[src/rtl/core/pmfb_pkg.sv]
`default_nettype none
package pmfb_pkg;

    localparam int COLUMNS   = 128;
    localparam int PAGES     = 8;
    localparam int BUF_BYTES = PAGES * COLUMNS;
    localparam int MEM_DEPTH = 2 * BUF_BYTES;
    localparam int ADDR_W    = $clog2(MEM_DEPTH);

    localparam int KIND_W = 3;
    localparam int COL_W  = 7;
    localparam int ROW_W  = 6;
    localparam int PIX_W  = 8;
    localparam int SPAN_W = 7;
    localparam int BYTE_W = 8;

    localparam int CMD_BYTES = 3;
    localparam int SPOS_W    = $clog2(COLUMNS + CMD_BYTES);
    localparam int SPG_W     = (PAGES > 1) ? $clog2(PAGES) : 1;
    localparam int PC_W      = ($clog2(PAGES + 1) > 4) ? $clog2(PAGES + 1) : 4;
    localparam int COLX_W    = (SPOS_W > COL_W) ? SPOS_W : COL_W;
    localparam int FLIP_W    = PC_W + 4;

    localparam logic [BYTE_W-1:0] PANEL_PAGE_CMD = 8'hB0;
    localparam logic [BYTE_W-1:0] PANEL_COL_HI   = 8'h10;
    localparam logic [BYTE_W-1:0] PANEL_COL_LO   = 8'h00;

    typedef enum logic [KIND_W-1:0] {
        KIND_CLEAR = 3'd0,
        KIND_WRITE = 3'd1,
        KIND_SET   = 3'd2,
        KIND_FLIP  = 3'd3,
        KIND_SWAP  = 3'd4,
        KIND_SCAN  = 3'd5
    } t_kind;

    typedef enum logic [3:0] {
        S_INIT,
        S_IDLE,
        S_DISPATCH,
        S_CLEAR,
        S_RD_A,
        S_WR_A,
        S_RD_B,
        S_WR_B,
        S_RD_F,
        S_WR_F,
        S_EMIT
    } t_state;

    typedef enum logic [1:0] {
        TGT_FIRST,
        TGT_SECOND,
        TGT_FLIP,
        TGT_SCAN
    } t_tgt;

    typedef struct packed {
        logic load;
        logic sweep_all;
        logic sweep_step;
        logic rd;
        logic wr;
        t_tgt tgt;
        logic page_step;
        logic swap;
        logic emit_cmd;
        logic emit_data;
    } t_dp_cmd;

    typedef struct packed {
        logic [KIND_W-1:0] kind;
        logic              col_ok;
        logic              bits_zero;
        logic              flip_last;
        logic              sweep_last_all;
        logic              sweep_last_buf;
        logic              scan_is_cmd;
    } t_dp_sts;

    function automatic logic [ADDR_W-1:0] mem_addr(input logic b,
                                                   input logic [PC_W-1:0] pg,
                                                   input logic [COLX_W-1:0] c);
        logic [31:0] t;
        t = 32'(b) * 32'(BUF_BYTES) + 32'(pg) * 32'(COLUMNS) + 32'(c);
        return t[ADDR_W-1:0];
    endfunction

endpackage
`default_nettype wire

[src/rtl/core/pmfb_ctrl.sv]
`default_nettype none
module pmfb_ctrl
    import pmfb_pkg::*;
(
    input  wire logic    i_clk,
    input  wire logic    i_rst_n,
    input  wire logic    i_start,
    input  wire t_dp_sts i_sts,
    output t_dp_cmd      o_cmd,
    output logic         o_busy
);

    t_state r_state;
    t_state n_state;

    always_ff @(posedge i_clk) begin
        if (!i_rst_n) begin
            r_state <= S_INIT;
        end else begin
            r_state <= n_state;
        end
    end

    always_comb begin
        n_state = r_state;
        case (r_state)
            S_INIT: begin
                if (i_sts.sweep_last_all) n_state = S_IDLE;
            end
            S_IDLE: begin
                if (i_start) n_state = S_DISPATCH;
            end
            S_DISPATCH: begin
                case (i_sts.kind)
                    KIND_CLEAR: n_state = S_CLEAR;
                    KIND_WRITE,
                    KIND_SET:   n_state = i_sts.col_ok ? S_RD_A : S_IDLE;
                    KIND_FLIP:  n_state = i_sts.col_ok ? S_RD_F : S_IDLE;
                    KIND_SCAN:  n_state = i_sts.scan_is_cmd ? S_IDLE : S_EMIT;
                    default:    n_state = S_IDLE;
                endcase
            end
            S_CLEAR: begin
                if (i_sts.sweep_last_buf) n_state = S_IDLE;
            end
            S_RD_A: n_state = S_WR_A;
            S_WR_A: begin
                if (i_sts.kind == KIND_WRITE && !i_sts.bits_zero) begin
                    n_state = S_RD_B;
                end else begin
                    n_state = S_IDLE;
                end
            end
            S_RD_B: n_state = S_WR_B;
            S_WR_B: n_state = S_IDLE;
            S_RD_F: n_state = S_WR_F;
            S_WR_F: n_state = i_sts.flip_last ? S_IDLE : S_RD_F;
            S_EMIT: n_state = S_IDLE;
            default: n_state = S_IDLE;
        endcase
    end

    always_comb begin
        o_cmd  = '0;
        o_busy = r_state != S_IDLE;
        case (r_state)
            S_INIT: begin
                o_cmd.sweep_all  = 1'b1;
                o_cmd.sweep_step = 1'b1;
            end
            S_IDLE: begin
                o_cmd.load = i_start;
            end
            S_DISPATCH: begin
                case (i_sts.kind)
                    KIND_SWAP: o_cmd.swap = 1'b1;
                    KIND_SCAN: begin
                        o_cmd.tgt      = TGT_SCAN;
                        o_cmd.emit_cmd = i_sts.scan_is_cmd;
                        o_cmd.rd       = !i_sts.scan_is_cmd;
                    end
                    default: o_cmd.swap = 1'b0;
                endcase
            end
            S_CLEAR: begin
                o_cmd.sweep_step = 1'b1;
            end
            S_RD_A: begin
                o_cmd.tgt = TGT_FIRST;
                o_cmd.rd  = 1'b1;
            end
            S_WR_A: begin
                o_cmd.tgt = TGT_FIRST;
                o_cmd.wr  = 1'b1;
            end
            S_RD_B: begin
                o_cmd.tgt = TGT_SECOND;
                o_cmd.rd  = 1'b1;
            end
            S_WR_B: begin
                o_cmd.tgt = TGT_SECOND;
                o_cmd.wr  = 1'b1;
            end
            S_RD_F: begin
                o_cmd.tgt = TGT_FLIP;
                o_cmd.rd  = 1'b1;
            end
            S_WR_F: begin
                o_cmd.tgt       = TGT_FLIP;
                o_cmd.wr        = 1'b1;
                o_cmd.page_step = !i_sts.flip_last;
            end
            S_EMIT: begin
                o_cmd.tgt       = TGT_SCAN;
                o_cmd.emit_data = 1'b1;
            end
            default: o_cmd = '0;
        endcase
    end

endmodule
`default_nettype wire

[config.mk]
export PLATFORM = sky130hd
export DESIGN_NAME = pmfb_ctrl
export DESIGN_NICKNAME = d
export VERILOG_FILES = /design/src/rtl/core/pmfb_pkg.sv /design/src/rtl/core/pmfb_ctrl.sv
export SDC_FILE = /design/constraint.sdc
export NUM_CORES = 1
export LEC_CHECK = 0
export BUFFER_PORTS_ARGS = -buffer_cell sky130_fd_sc_hd__buf_2
export CAP_MARGIN = 20
export CORE_AREA = 5 5 42 44
export DETAILED_ROUTE_END_ITERATION = 12
export DIE_AREA = 0 0 47 49
export PLACE_DENSITY_LB_ADDON = 0.08
export SETUP_SLACK_MARGIN = 0.02
export SLEW_MARGIN = 15
export SYNTH_ARGS = -nofsm -noshare
export SYNTH_HDL_FRONTEND = slang
export SYNTH_SLANG_ARGS = --single-unit
[constraint.sdc]
create_clock -name i_clk -period 1.8 [get_ports i_clk]
set_input_delay 0.27 -clock i_clk [delete_from_list [all_inputs] [get_ports i_clk]]
set_output_delay 0.27 -clock i_clk [all_outputs]
set_load 0.02 [all_outputs]
==> impl_metrics.yaml, run 1 <==
finish:
  stdcell_count: 112
  top_register: "r_state"
  fillers: 163
  antennaDiodeCount: 0
  final_nets: 110
  largest_register_ffs: 4
  top_regs: "r_state: 4 flops"
  syn_to_final_growth_pct: 38.3
  final_area_um2: 668
  layout-drive-gt1-share: 0.427
worst_setup_path:
  r2r_start: "r_state[2]"
  crit_fanout: 9
  path_common_cell: "buf_4"
  crit_path_start_kind: "flop"
  arrival_ns: 1.41
  slowest_delay_ns: 0.30
  critical_path_buf_inv_count: 3
  crit_required_ns: 1.53
  r2r_end: "r_state[0]"
  cp-end-kind: "output port"
  reg2reg_depth: 6
  critical_path.slowest_cell: "dfxtp_1"
  r2r_slack_ns: 0.57
  cpLargestDelayFamily: "buffers and inverters"
  cp_cell_sequence: "buf_4 > nor4b_2 > buf_4 > and4bb_2 > buf_2"
  crit_type: "flop to output port"
synth:
  yosysUniqueCellTypes: 33
  synth_area_leader_cell: "dfxtp_1"
  synth_area_um2: 483
  syn_inst: 69
  synth_seq_area_share: 0.166
  synth.area.top_cells: "dfxtp_1, nor2_1, a21oi_1"
  synth-main-ff-cell: "dfxtp_1"
  synth_edf_count: 0
  yosysWarnings: 0
  async_flop_share: 0
  syn-num-nets: 81
  synth.top_cell.area_share: 0.166
  synthTopCellsByCount: "nor2_1, a21oi_1, nand2_1, o21ai_0"
  ys_seq_elements: 4
  avgSynthCellArea_um2: 7.00
  yosys.cell_count.top_type: "nor2_1"
clocking:
  htreeDepth: 1
  cts-buffers-inserted: 3
  cts_root_buf: "clkbuf_4"
  tritoncts: "done"
  clk_latency_ns: 0.23
  post-cts-setup-buffers: 0
  clkSlewWorstSetupHoldPaths_ns: 0.03
  clkSinkCount: 4
  clockBufferDepth: 2
timing:
  setup_tns_ns: 0
  worst_slack_ns: 0.121
  relSlewSlack: 0.806
  finalCriticalPeriod_ns: 1.68
  finalSetupViolations: 0
  min_period_over_period: 0.933
  maxSlewViolCount: 0
  finClkSkew_ns: 0.00212
  tightestPinTransition_ns: 0.291
  max_freq_mhz: 596
  rsz0062_at_grt: "no"
  hold_viol: 0
placed_design:
  dp_hpwl_um: 1150
  post_dp_cell_area_um2: 632
  dp_slack_ns: 0.318
  port_buffers: 23
  gp_congestion: 0.796
  dp_cells: 109
flow_run:
  drv_cap: 0
detailed_routing:
  antenna_left: 0
  wl_per_cell_um: 12.4
  drc: 0
  drt-pass1-iter-count: 4
  viasPerCell: 5.43
  routed_wl_um: 1390
  drtIter0Drc: 20
  vias: 608
min_path:
  worstHoldStart: "i_rst_n"
  hold_class: "input pin to flop"
  min_to: "r_state[3]"
  hold_depth: 2
power:
  power_per_cell_area_nw_per_um2: 476
  ir_worst_vdd_v: 0.000244
  leakagePower_nw: 0.323
global_route:
  grt_overflow: 0
  grt_pass1_wl_um: 2140
  grt_antenna_before_repair: 0
  grt_pass1_vias: 508
  grt_max_degree: 10
  grtUsageTotal: 0.126
floorplanning:
  fp.dieH_um: 49
  coreArea_um2: 1400
  pin_count: 24
  dieArea_um2: 2300
  start_util: 0.345
  num_rows: 14
  die_w_um: 47
outcome:
  status: "complete, no violations"
==> worst max path at each step <==
stage,startpoint,endpoint,cells past startpoint
final,r_state[3],o_cmd[2],5
after global routing,r_state[3],o_cmd[2],5
after CTS,r_state[3],o_cmd[2],5
after detailed placement,r_state[3],o_cmd[2],5
after global placement,r_state[3],o_cmd[2],5
after floorplan,r_state[3],o_cmd[3],4
==> repair_timing <==
action,CTS,global route
endpoints found under the setup margin,0,3
gates resized for setup,0,4
hold buffers,0,0
==> final cells by class <==
cell class	instances	area, um2	area share
multi-input combinational	56	368	0.551
timing repair buffer	29	160	0.240
sequential	4	82.6	0.124
clock buffer	3	22.5	0.0337
tap	16	20.0	0.0300
inverter	4	15.0	0.0225
==> layout by cell type (no fill, tap or decap), types with 2 or more instances in the layout <==
cell      count
buf_2        23
nor2_1        8
buf_4         6
a21oi_1       5
nand2_1       5
o21ai_0       5
inv_1         4
clkbuf_4      3
nor3b_1       2
and3_1        2
a21boi_0      2
a31oi_1       2
o21a_1        2
mux2i_1       2
nand3b_1      2
o21ai_1       2
dfxtp_2       2
dfxtp_1       2
==> kinds of logic after synthesis <==
logic type                count (synthesis)  share of synthesized area
and+or+nand+nor                          32                      0.412
AOI/OAI and AO/OA                        21                      0.267
buffers and inverters                     9                     0.0958
DFF                                       4                      0.166
muxes                                     2                     0.0415
xor gates and xnor gates                  1                     0.0181
==> metal layers <==
metal,GRT usage,vias up,share of wire
li1,-,306,-
met1,0.162,272,0.41
met2,0.190,28,0.47
met3,0.0221,2,0.11
met4,0.0691,0,0.012
met5,0,-,0
==> per-stage QoR <==
stage / power, W / utilization / hold slack (ns)
CTS: 0.000323 / 0.467 / 0.303
finish: 0.000318 / 0.477 / 0.311
global placement: 0.000213 / 0.451 / 0.538
detailed placement: 0.000211 / 0.451 / 0.535
floorplan: 0.000168 / - / 0.388
global route: 0.000343 / 0.477 / 0.305
==> where the power goes <==
| group | switching, W | internal [W] |
|---|---|---|
| clock network | 0.0000319 | 0.0000742 |
| registers | 0.00000651 | 0.0000937 |
| logic | 0.0000619 | 0.0000501 |
| total | 0.000100 | 0.000218 |
(Power assumes the default switching activity.)
==> inputs of run 2 (changes only) <==
Settings changed: BUFFER_PORTS_ARGS -buffer_cell sky130_fd_sc_hd__buf_2 to -buffer_cell sky130_fd_sc_hd__clkbuf_2, CTS_BUF_LIST set to sky130_fd_sc_hd__clkbuf_8.
==> run 2 against run 1 <==
  * Critical path depth fell by 1
  * Power rose by 25%
  * Hold slack improved by 0.017 ns
  * Via count fell by 3.6%
  * Largest cell class unchanged
  * Clock power rose by 76%
  * Final cell count fell by 0.89%
  * Highest routed layer is now met3
  * Critical endpoint unchanged
  * Global-route usage rose by 0.90 points
  * First-iteration DRC count fell by 40%
  * Utilization rose by 0.98 points
==> impl_metrics.yaml, run 2 (same netlist as run 1, synthesis figures left out) <==
placed_design:
  dp_hpwl_um: 1110
  dp_cells: 108
  gp_congestion: 0.731
  port_buffers: 23
clocking:
  clkSinkCount: 4
  tritoncts: "done"
  clockBufferDepth: 2
  htreeDepth: 1
  clk_latency_ns: 0.22
  clkSlewWorstSetupHoldPaths_ns: 0.03
  cts_root_buf: "clkbuf_8"
  cts-buffers-inserted: 3
  post-cts-setup-buffers: 0
finish:
  top_regs: "r_state: 4 flops"
  syn_to_final_growth_pct: 41.2
  stdcell_count: 111
  fillers: 158
  final_nets: 109
  largest_register_ffs: 4
  layout-drive-gt1-share: 0.421
  antennaDiodeCount: 0
  top_register: "r_state"
  layout_commonest_cell: "clkbuf_2"
  final_cell_mix: "clkbuf_2, nor2_1, buf_4"
power:
  pwr-share-clk: 0.469
  ir_worst_vdd_v: 0.000287
  leakagePower_nw: 0.323
  p_switching_w: 0.000112
  switching_share: 0.282
  internal_power_w: 0.000286
  pwr-share-comb: 0.276
  power_per_cell_area_nw_per_um2: 584
  p_seq_frac: 0.255
floorplanning:
  pin_count: 24
  num_rows: 14
  fp.dieH_um: 49
  coreArea_um2: 1400
  start_util: 0.345
  die_w_um: 47
  dieArea_um2: 2300
timing:
  hold_viol: 0
  setup_tns_ns: 0
  finalCriticalPeriod_ns: 1.68
  rsz0062_at_grt: "yes"
  finClkSkew_ns: 0.00233
  tightestPinTransition_ns: 0.285
  finalSetupViolations: 0
  maxSlewViolCount: 0
  max_freq_mhz: 594
  hold_ws_ns: 0.328
  relSlewSlack: 0.807
  min_period_over_period: 0.935
worst_setup_path:
  crit_type: "flop to output port"
  arrival_ns: 1.41
  crit_fanout: 7
  cp_cell_sequence: "nor4b_2 > buf_4 > and4bb_2 > clkbuf_2"
  crit_required_ns: 1.53
  critical_path.slowest_cell: "dfxtp_1"
  reg2reg_depth: 6
  r2r_start: "r_state[2]"
  cp-end-kind: "output port"
  r2r_slack_ns: 0.56
  slowest_delay_ns: 0.37
  r2r_end: "r_state[0]"
  crit_path_start_kind: "flop"
flow_run:
  drv_cap: 0
detailed_routing:
  routed_wl_um: 1410
  drt-pass1-iter-count: 4
  viasPerCell: 5.28
  drtIter0Drc: 12
  drc: 0
  antenna_left: 0
  vias: 586
  wl_per_cell_um: 12.7
min_path:
  hold_depth: 2
  worstHoldStart: "i_rst_n"
  hold_class: "input pin to flop"
  min_to: "r_state[3]"
outcome:
  status: "complete, no violations"
global_route:
  grtUsageTotal: 0.135
  grt_antenna_before_repair: 0
  grt_pass1_vias: 538
  grt_max_degree: 13
  grt_overflow: 0
  grt_pass1_wl_um: 2280
==> run 2: changes by cell type in the layout (fill, tap and decap cells not counted) <==
cell	before	now
buf_2	23	1
clkbuf_4	3	0
clkbuf_8	0	3
a21boi_0	2	1
a21boi_1	0	1
clkbuf_2	0	21
==> run 2: how the worst max path moves through the flow <==
stage	endpoint	startpoint	slack (ns)	cells past startpoint
after floorplan	o_cmd[3]	r_state[3]	0.11	4
after global placement	o_cmd[2]	r_state[1]	0.23	4
after detailed placement	o_cmd[2]	r_state[1]	0.24	4
after CTS	o_cmd[2]	r_state[3]	0.06	5
after global routing	o_cmd[2]	r_state[2]	0.02	4
final	o_cmd[2]	r_state[2]	0.12	4
==> run 2: worst max-delay path: cells and delay by family, from the launching register on <==
| kind | cells | cell delay (ns) |
|---|---|---|
| flops | 1 | 0.37 |
| buf+inv | 2 | 0.31 |
| simple gates | 2 | 0.50 |
==> run 2: final cells by class <==
cell class,count,area (um2),share of cell area
flip-flops and latches,4,82.6,0.121
well taps,16,20.0,0.0294
multi-input cells,56,368,0.539
repair buffers,28,155,0.228
clock buffers,3,41.3,0.0606
inverters,4,15.0,0.0220
==> run 2: power by group through the flow <==
stage | Clock [W] | Sequential (W) | Combinational, W
after global placement | 0 | 0.000102 | 0.000109
final | 0.000187 | 0.000102 | 0.000110
after CTS | 0.000191 | 0.000100 | 0.000109
after detailed placement | 0 | 0.000101 | 0.000109
after floorplan | 0 | 0.0000955 | 0.0000720
after global routing | 0.000203 | 0.000102 | 0.000121
==> run 2: timing repair <==
item | in CTS | in global routing
hold buffers | 0 | 0
endpoints found under the setup margin | 1 | 5
gates resized for setup | 1 | 7
cloned | 0 | 0
==> run 2: layer usage <==
layer / global-route usage / part of all wire / vias up
met2: 0.192 / 0.44 / 28
met5: 0 / 0 / -
li1: - / - / 302
met3: 0.0258 / 0.099 / 0
met4: 0.0691 / 0 / 0
met1: 0.186 / 0.46 / 256
==> run 2: stage by stage <==
stage          worst slack (ns)  instance area, um2  total power [W]  utilization
6_report                  0.118                 682         0.000398        0.487
5_1_grt                  0.0177                 682         0.000426        0.487
4_1_cts                  0.0589                 667         0.000400        0.476
3_5_place_dp              0.238                 624         0.000210        0.446
3_3_place_gp              0.226                 624         0.000211        0.446
2_1_floorplan             0.108                 483         0.000168            -
